--- src/hw/rtl/abh_pkg.sv ---
// Package for the affine bucket hash unit: hash constants, pipeline types.
// Used by every module of the block; no dependencies.
package abh_pkg;

    // Lines per row for the row-preserving hash; must be a power of two.
    localparam int unsigned LINES_PER_ROW = 2;

    function automatic int unsigned floor_log2(input int unsigned v);
        int unsigned r;
        int unsigned t;
        r = 0;
        t = v;
        while (t > 1) begin
            t = t >> 1;
            r = r + 1;
        end
        return r;
    endfunction

    localparam int unsigned LG_LINES = floor_log2(LINES_PER_ROW);

    localparam logic [31:0] PAIR0_MUL = 32'h9E37_79B9;
    localparam logic [31:0] PAIR0_ADD = 32'hB7E1_5162;
    localparam logic [31:0] PAIR1_MUL = 32'h6C07_8965;
    localparam logic [31:0] PAIR1_ADD = 32'hCAFE_BABE;
    localparam logic [63:0] LOW_KEEP_MASK = 64'h3;

    localparam logic [32:0] BUCKETS_RESET = 33'd65536;
    localparam logic [32:0] BUCKETS_MIN   = 33'd2;
    localparam logic [32:0] BUCKETS_MAX   = 33'h1_0000_0000;

    // Newton iteration for the inverse mod 2^64, evaluated at elaboration.
    function automatic logic [63:0] inv_mod64(input logic [63:0] a);
        logic [63:0] x;
        x = a;
        for (int i = 0; i < 5; i++) begin
            x = x * (64'd2 - a * x);
        end
        return x;
    endfunction

    localparam logic [63:0] PAIR0_INV = inv_mod64({32'd0, PAIR0_MUL});
    localparam logic [63:0] PAIR1_INV = inv_mod64({32'd0, PAIR1_MUL});

    localparam int unsigned DIV_BITS = 64;

    typedef enum logic [1:0] {
        CMD_FORWARD = 2'd0,
        CMD_REVERSE = 2'd1,
        CMD_ROW     = 2'd2,
        CMD_UNUSED  = 2'd3
    } cmd_t;

    // Sideband that rides along with every item.
    typedef struct packed {
        logic                row_mode;
        logic [LG_LINES-1:0] sh_line;
    } abh_tag_t;

    typedef struct packed {
        logic        valid;
        abh_tag_t    tag;
        logic [63:0] x;
        logic [63:0] c;
        logic [31:0] addend;
        logic [32:0] d;
    } abh_op_t;

    typedef struct packed {
        logic        valid;
        abh_tag_t    tag;
        logic [63:0] pll;
        logic [31:0] plh;
        logic [31:0] phl;
        logic [31:0] addend;
        logic [32:0] d;
    } abh_prod_t;

    typedef struct packed {
        logic        valid;
        abh_tag_t    tag;
        logic [31:0] rem;
        logic [63:0] dvd;
        logic [32:0] d;
    } abh_div_t;

endpackage

--- src/hw/rtl/abh_premul.sv ---
// Operand select and 64-bit low product, three register stages.
// Depends on abh_pkg.
module abh_premul (
    input  logic              aclk,
    input  logic              aresetn,
    input  logic              en,
    input  logic              in_valid,
    input  logic [1:0]        cmd,
    input  logic              function_select,
    input  logic [63:0]       key,
    input  logic [32:0]       buckets,
    output abh_pkg::abh_div_t out
);

    abh_pkg::abh_op_t   op_reg, op_next;
    abh_pkg::abh_prod_t prod_reg, prod_next;
    abh_pkg::abh_div_t  div_reg, div_next;

    logic [31:0]                   mul;
    logic [31:0]                   add;
    logic [32:0]                   rows;
    logic [63:0]                   origin;
    logic [abh_pkg::LG_LINES-1:0]  in_row;
    logic [abh_pkg::LG_LINES-1:0]  sh_line;

    always_comb begin
        mul  = function_select ? abh_pkg::PAIR1_MUL : abh_pkg::PAIR0_MUL;
        add  = function_select ? abh_pkg::PAIR1_ADD : abh_pkg::PAIR0_ADD;
        rows = buckets >> abh_pkg::LG_LINES;
        // regroup: drop the in-row line bits above the low pair
        origin = ((key >> (2 + abh_pkg::LG_LINES)) << 2) | (key & abh_pkg::LOW_KEEP_MASK);
        in_row = key[2 +: abh_pkg::LG_LINES];
        sh_line = abh_pkg::LG_LINES'(abh_pkg::PAIR0_MUL[abh_pkg::LG_LINES-1:0] * in_row
                  + abh_pkg::PAIR0_ADD[abh_pkg::LG_LINES-1:0]);

        op_next              = '0;
        op_next.valid        = in_valid;
        op_next.tag.sh_line  = sh_line;
        op_next.d            = buckets;
        case (cmd)
            abh_pkg::CMD_FORWARD: begin
                op_next.x      = key;
                op_next.c      = {32'd0, mul};
                op_next.addend = add;
            end
            abh_pkg::CMD_REVERSE: begin
                op_next.x = key + {31'd0, buckets} - {32'd0, add};
                op_next.c = function_select ? abh_pkg::PAIR1_INV : abh_pkg::PAIR0_INV;
            end
            abh_pkg::CMD_ROW: begin
                if (rows != 33'd0) begin
                    op_next.x            = origin;
                    op_next.c            = {32'd0, abh_pkg::PAIR0_MUL};
                    op_next.addend       = abh_pkg::PAIR0_ADD;
                    op_next.d            = rows;
                    op_next.tag.row_mode = 1'b1;
                end else begin
                    // no full row fits: reduce the in-row shuffle alone
                    op_next.addend = 32'(sh_line);
                end
            end
            default: begin
                op_next.x = '0;
            end
        endcase
    end

    always_comb begin
        prod_next        = '0;
        prod_next.valid  = op_reg.valid;
        prod_next.tag    = op_reg.tag;
        prod_next.addend = op_reg.addend;
        prod_next.d      = op_reg.d;
        prod_next.pll    = op_reg.x[31:0] * op_reg.c[31:0];
        prod_next.plh    = 32'(op_reg.x[63:32] * op_reg.c[31:0]);
        prod_next.phl    = 32'(op_reg.x[31:0] * op_reg.c[63:32]);
    end

    always_comb begin
        div_next       = '0;
        div_next.valid = prod_reg.valid;
        div_next.tag   = prod_reg.tag;
        div_next.d     = prod_reg.d;
        div_next.rem   = '0;
        div_next.dvd   = prod_reg.pll + {prod_reg.plh + prod_reg.phl, 32'd0}
                         + {32'd0, prod_reg.addend};
    end

    always_ff @(posedge aclk) begin
        if (!aresetn) begin
            op_reg.valid   <= 1'b0;
            prod_reg.valid <= 1'b0;
            div_reg.valid  <= 1'b0;
        end else if (en) begin
            op_reg   <= op_next;
            prod_reg <= prod_next;
            div_reg  <= div_next;
        end
    end

    assign out = div_reg;

endmodule

--- config.mk ---
export PLATFORM = sky130hd
export DESIGN_NAME = abh_premul
export DESIGN_NICKNAME = d
export VERILOG_FILES = /design/src/hw/rtl/abh_pkg.sv /design/src/hw/rtl/abh_premul.sv
export SDC_FILE = /design/constraint.sdc
export NUM_CORES = 2
export LEC_CHECK = 0
export ABC_CLOCK_PERIOD_IN_PS = 9900
export BUFFER_PORTS_ARGS = -buffer_cell sky130_fd_sc_hd__buf_2
export CAP_MARGIN = 20
export CORE_ASPECT_RATIO = 1.5
export CORE_UTILIZATION = 45
export DETAILED_ROUTE_END_ITERATION = 8
export GPL_ROUTABILITY_DRIVEN = 0
export PLACE_DENSITY = 0.7
export SLEW_MARGIN = 20
export SYNTH_ARGS = -nofsm -noshare
export SYNTH_HDL_FRONTEND = slang
export SYNTH_SLANG_ARGS = --single-unit
--- constraint.sdc ---
create_clock -name aclk -period 9.9 [get_ports aclk]
set_input_delay 0.99 -clock aclk [delete_from_list [all_inputs] [get_ports aclk]]
set_output_delay 0.99 -clock aclk [all_outputs]
set_load 0.005 [all_outputs]
==> metrics.md <==
| Metric | Value |
|---|---|
| Status | `complete, no violations` |
| Slew @ Worst Pin | `1.22 ns` |
| Crit. path cell count | `23` |
| Startpoint types | `flop` |
| Clk_lat worst skew | `0.68 ns` |
| Total vias in the final route | `56.7k` |
| Ys async rst share | `0` |
| Root Buffer | `clkbuf_16` |
| Setup TNS | `0 ns` |
| CP Data Required Time | `10.30 ns` |
| Synth area leader | `fa_1` |
| Hold_ws | `0.416 ns` |
| RSZ-0062 raised after global routing | `no` |
| Pre-CTS setup slack | `0.777 ns` |
| Yosys warning count | `0` |
| Worst EP arrival | `10.25 ns` |
| Unique cell type count in the Yosys netlist | `98` |
| Vias/cell | `5.58` |
| Top cells by area, synth | `fa_1 (36%), edfxtp_1 (15%), ha_1 (15%)` |
| Most frequent cells in the layout | `inv_1 (2019), fa_1 (1364), ha_1 (879), nand2_1 (647), edfxtp_1 (382)` |
| Seq/Total Area, Yosys | `0.152` |
| CP Capture Type | `flop` |
| Most used cell, CP | `fa_1` |
| Initial core utilization | `0.455` |
| Die height | `504 um` |
| Max Cap Viol | `0` |
| Row count | `183` |
| Core area | `166000 um2` |
| Crit path to | `prod_reg[191]` |
| Cells after DPL | `10.1k` |
| Max-slew violations | `0` |
| Commonest non-fill, non-tap cell in the layout | `inv_1` |
| Total grt overflow | `0` |
| Hold Path Class | `flop to flop` |
| CTS clk-pin slew, worst paths | `0.07 ns` |
| Post-Syn Instances | `7757` |
| CTS buffer count | `49` |
| PostCTS Resize Cnt | `0` |
| Starting DRT DRC Count | `4761` |
| GRT Util Overall | `0.306` |
| Worst r2r dst | `prod_reg[191]` |
| Post-Synth XOR/XNOR Area | `0.0468` |
| Reg2reg setup slack | `0.05 ns` |
| Post-synthesis mux area share | `0.00402` |
| Register bit total from synthesis | `385` |
| CTS tree | `built` |
| Share of layout cells above drive strength 1 | `0.0579` |
| Complex-gate fraction of the synthesized area | `0.0811` |
| Delay of the slowest critical-path stage | `0.91 ns` |
| Largest fanout on the critical path | `19` |
| Setup bufs post-CTS | `0` |
| Die W | `337 um` |
| Vias in the first global route | `61.1k` |
| Setup slack after layout | `0.0474 ns` |
| Final wirelength | `257000 um` |
| Slowest-stage cell, CP | `edfxtp_1` |
| Post-synth top flop | `edfxtp_1` |
| Syn Std Cell Area | `75600 um2` |
| Max frequency | `0.101 GHz` |
| Synth top area share | `0.361` |
| IO Port Bufs | `203` |
| Worst Setup SP | `op_reg[127]` |
| # DRC | `0` |
| Final hold violations | `0` |
| Crit path time final | `9.85 ns` |
| Family with the most delay on the worst path | `adder cells` |
| Top Ports | `236` |
| Post-DP HPWL | `216000 um` |
| Crit Path Category | `flop to flop` |
| Initial antenna violation count | `22` |
| Largest family of logic cells by synthesized area | `adder cells` |
| Die area | `170000 um2` |
| Tcrit/Tclk final | `0.995` |
| Synth Area in Simple Gates | `0.0929` |
| Crit-path cells | `nand2_1 > inv_1 > ha_1 > fa_1 > fa_1 > inv_1 > fa_1 > inv_1 > fa_1 > fa_1 > fa_1 > fa_1 > ha_1 > nand3_1 > a2111oi_1 > o21ai_0 > buf_4 > a21oi_1 > a31oi_1 > o21a_1 > o211ai_1 > a221oi_1 > xnor2_1` |
| Reg2reg path depth | `23` |
| Final setup violation count | `0` |
| Final nets | `10.2k` |
| Clock Sinks | `385` |
| Max reg flops | `132` |
| Post-synthesis adder-cell area fraction | `0.507` |
| First-pass GRT wire length | `378000 um` |
| Worst Path Buf+Inv | `4` |
| Final ANT Viol Nets | `0` |
| Drt pass-1 iters | `7` |
| EDFF count, synth | `382` |
| Clock tree buffer depth | `3` |
| R2r startpoint | `op_reg[127]` |
| Largest net degree at the start of global routing | `179` |
| Fin cells | `10.2k` |
| Syn avg cell area | `9.75 um2` |
| H-tree depth | `2` |
| Drt wl/cell | `25.3 um` |
| Hold bufs inserted after CTS | `0` |
| Final Skew | `0.0354 ns` |
| Area grow syn2layout | `7.23%` |
| Worst slew margin relative to its limit | `0.185` |
-- synth_stat cells, drive strengths merged (16+ instances only) --
master	instances
inv	2020
fa	1364
ha	879
nand2	647
edfxtp	382
and2	362
a21oi	278
xnor2	276
o21ai	234
clkbuf	219
a21o	151
nor2	143
xor2	128
nand3	65
buf	53
o21bai	45
nand4	44
nor3	37
nand2b	34
nor2b	34
o21a	29
mux2i	27
a211oi	26
a31oi	26
a22oi	24
and3	21
nor4	16
-- logic make-up (layout without fill, tap and decap cells) --
logic type	after synthesis	after routing
XOR/XNOR	404	404
AND/OR/NAND/NOR	1441	1441
other	1	40
buffers and inverters	2292	2428
multiplexers	30	30
adder cells (fa/ha/maj)	2248	2248
AO/OA/AOI/OAI	956	956
flip-flops	385	385
-- layout make-up --
class / instances / area [um2]
flip-flops and latches: 385 / 11500
inverters: 2020 / 7580
well taps: 2220 / 2780
repair buffers: 318 / 1950
diodes: 8 / 20.0
multi-input cells: 5111 / 55500
clock buffers: 52 / 1260
fillers: 15305 / 85100
clock inverters: 38 / 490
-- through the flow --
| stage | cell area, um2 | util |
|---|---|---|
| final | 81100 | 0.488 |
| after floorplan | 75700 | - |
| after global placement | 79300 | 0.477 |
| after detailed placement | 79300 | 0.477 |
| after CTS | 81000 | 0.488 |
| after global routing | 81100 | 0.488 |
-- worst reg2reg max path, stage by stage, from the launching register on --
cell	delay [ns]
edfxtp_1	0.91
nand2_1	0.60
inv_1	0.66
ha_1	0.30
fa_1	0.46
fa_1	0.52
inv_1	0.05
fa_1	0.48
inv_1	0.06
fa_1	0.48
fa_1	0.47
fa_1	0.55
fa_1	0.50
ha_1	0.51
nand3_1	0.14
a2111oi_1	0.81
o21ai_0	0.23
buf_4	0.19
a21oi_1	0.51
a31oi_1	0.27
o21a_1	0.29
o211ai_1	0.31
a221oi_1	0.14
xnor2_1	0.14
-- per-layer routing --
layer / part of all wire / track usage / wire length, um / up-vias
met2: 0.47 / 0.503 / 120000 / 3192
met5: 0.00076 / 0 / 196 / -
li1: - / - / - / 24244
met3: 0.093 / 0.0817 / 24000 / 1301
met1: 0.31 / 0.307 / 79800 / 27884
met4: 0.13 / 0.306 / 32400 / 30
-- worst min path at each step --
stage / startpoint / end / slack [ns] / depth (start not counted)
finish: op_reg[9] / div_next[9] / 0.42 / 0
global route: op_reg[16] / div_next[16] / 0.42 / 0
CTS: op_reg[9] / div_next[9] / 0.42 / 0
detailed placement: op_reg[9] / div_next[9] / 0.40 / 0
global placement: div_next[15] / out[15] / 0.40 / 0
floorplan: op_reg[0] / div_next[0] / 0.40 / 0
Power is left out: the tool's default activity adds up to more than one toggle a clock period on the data nets, which glitch-free logic cannot reach.
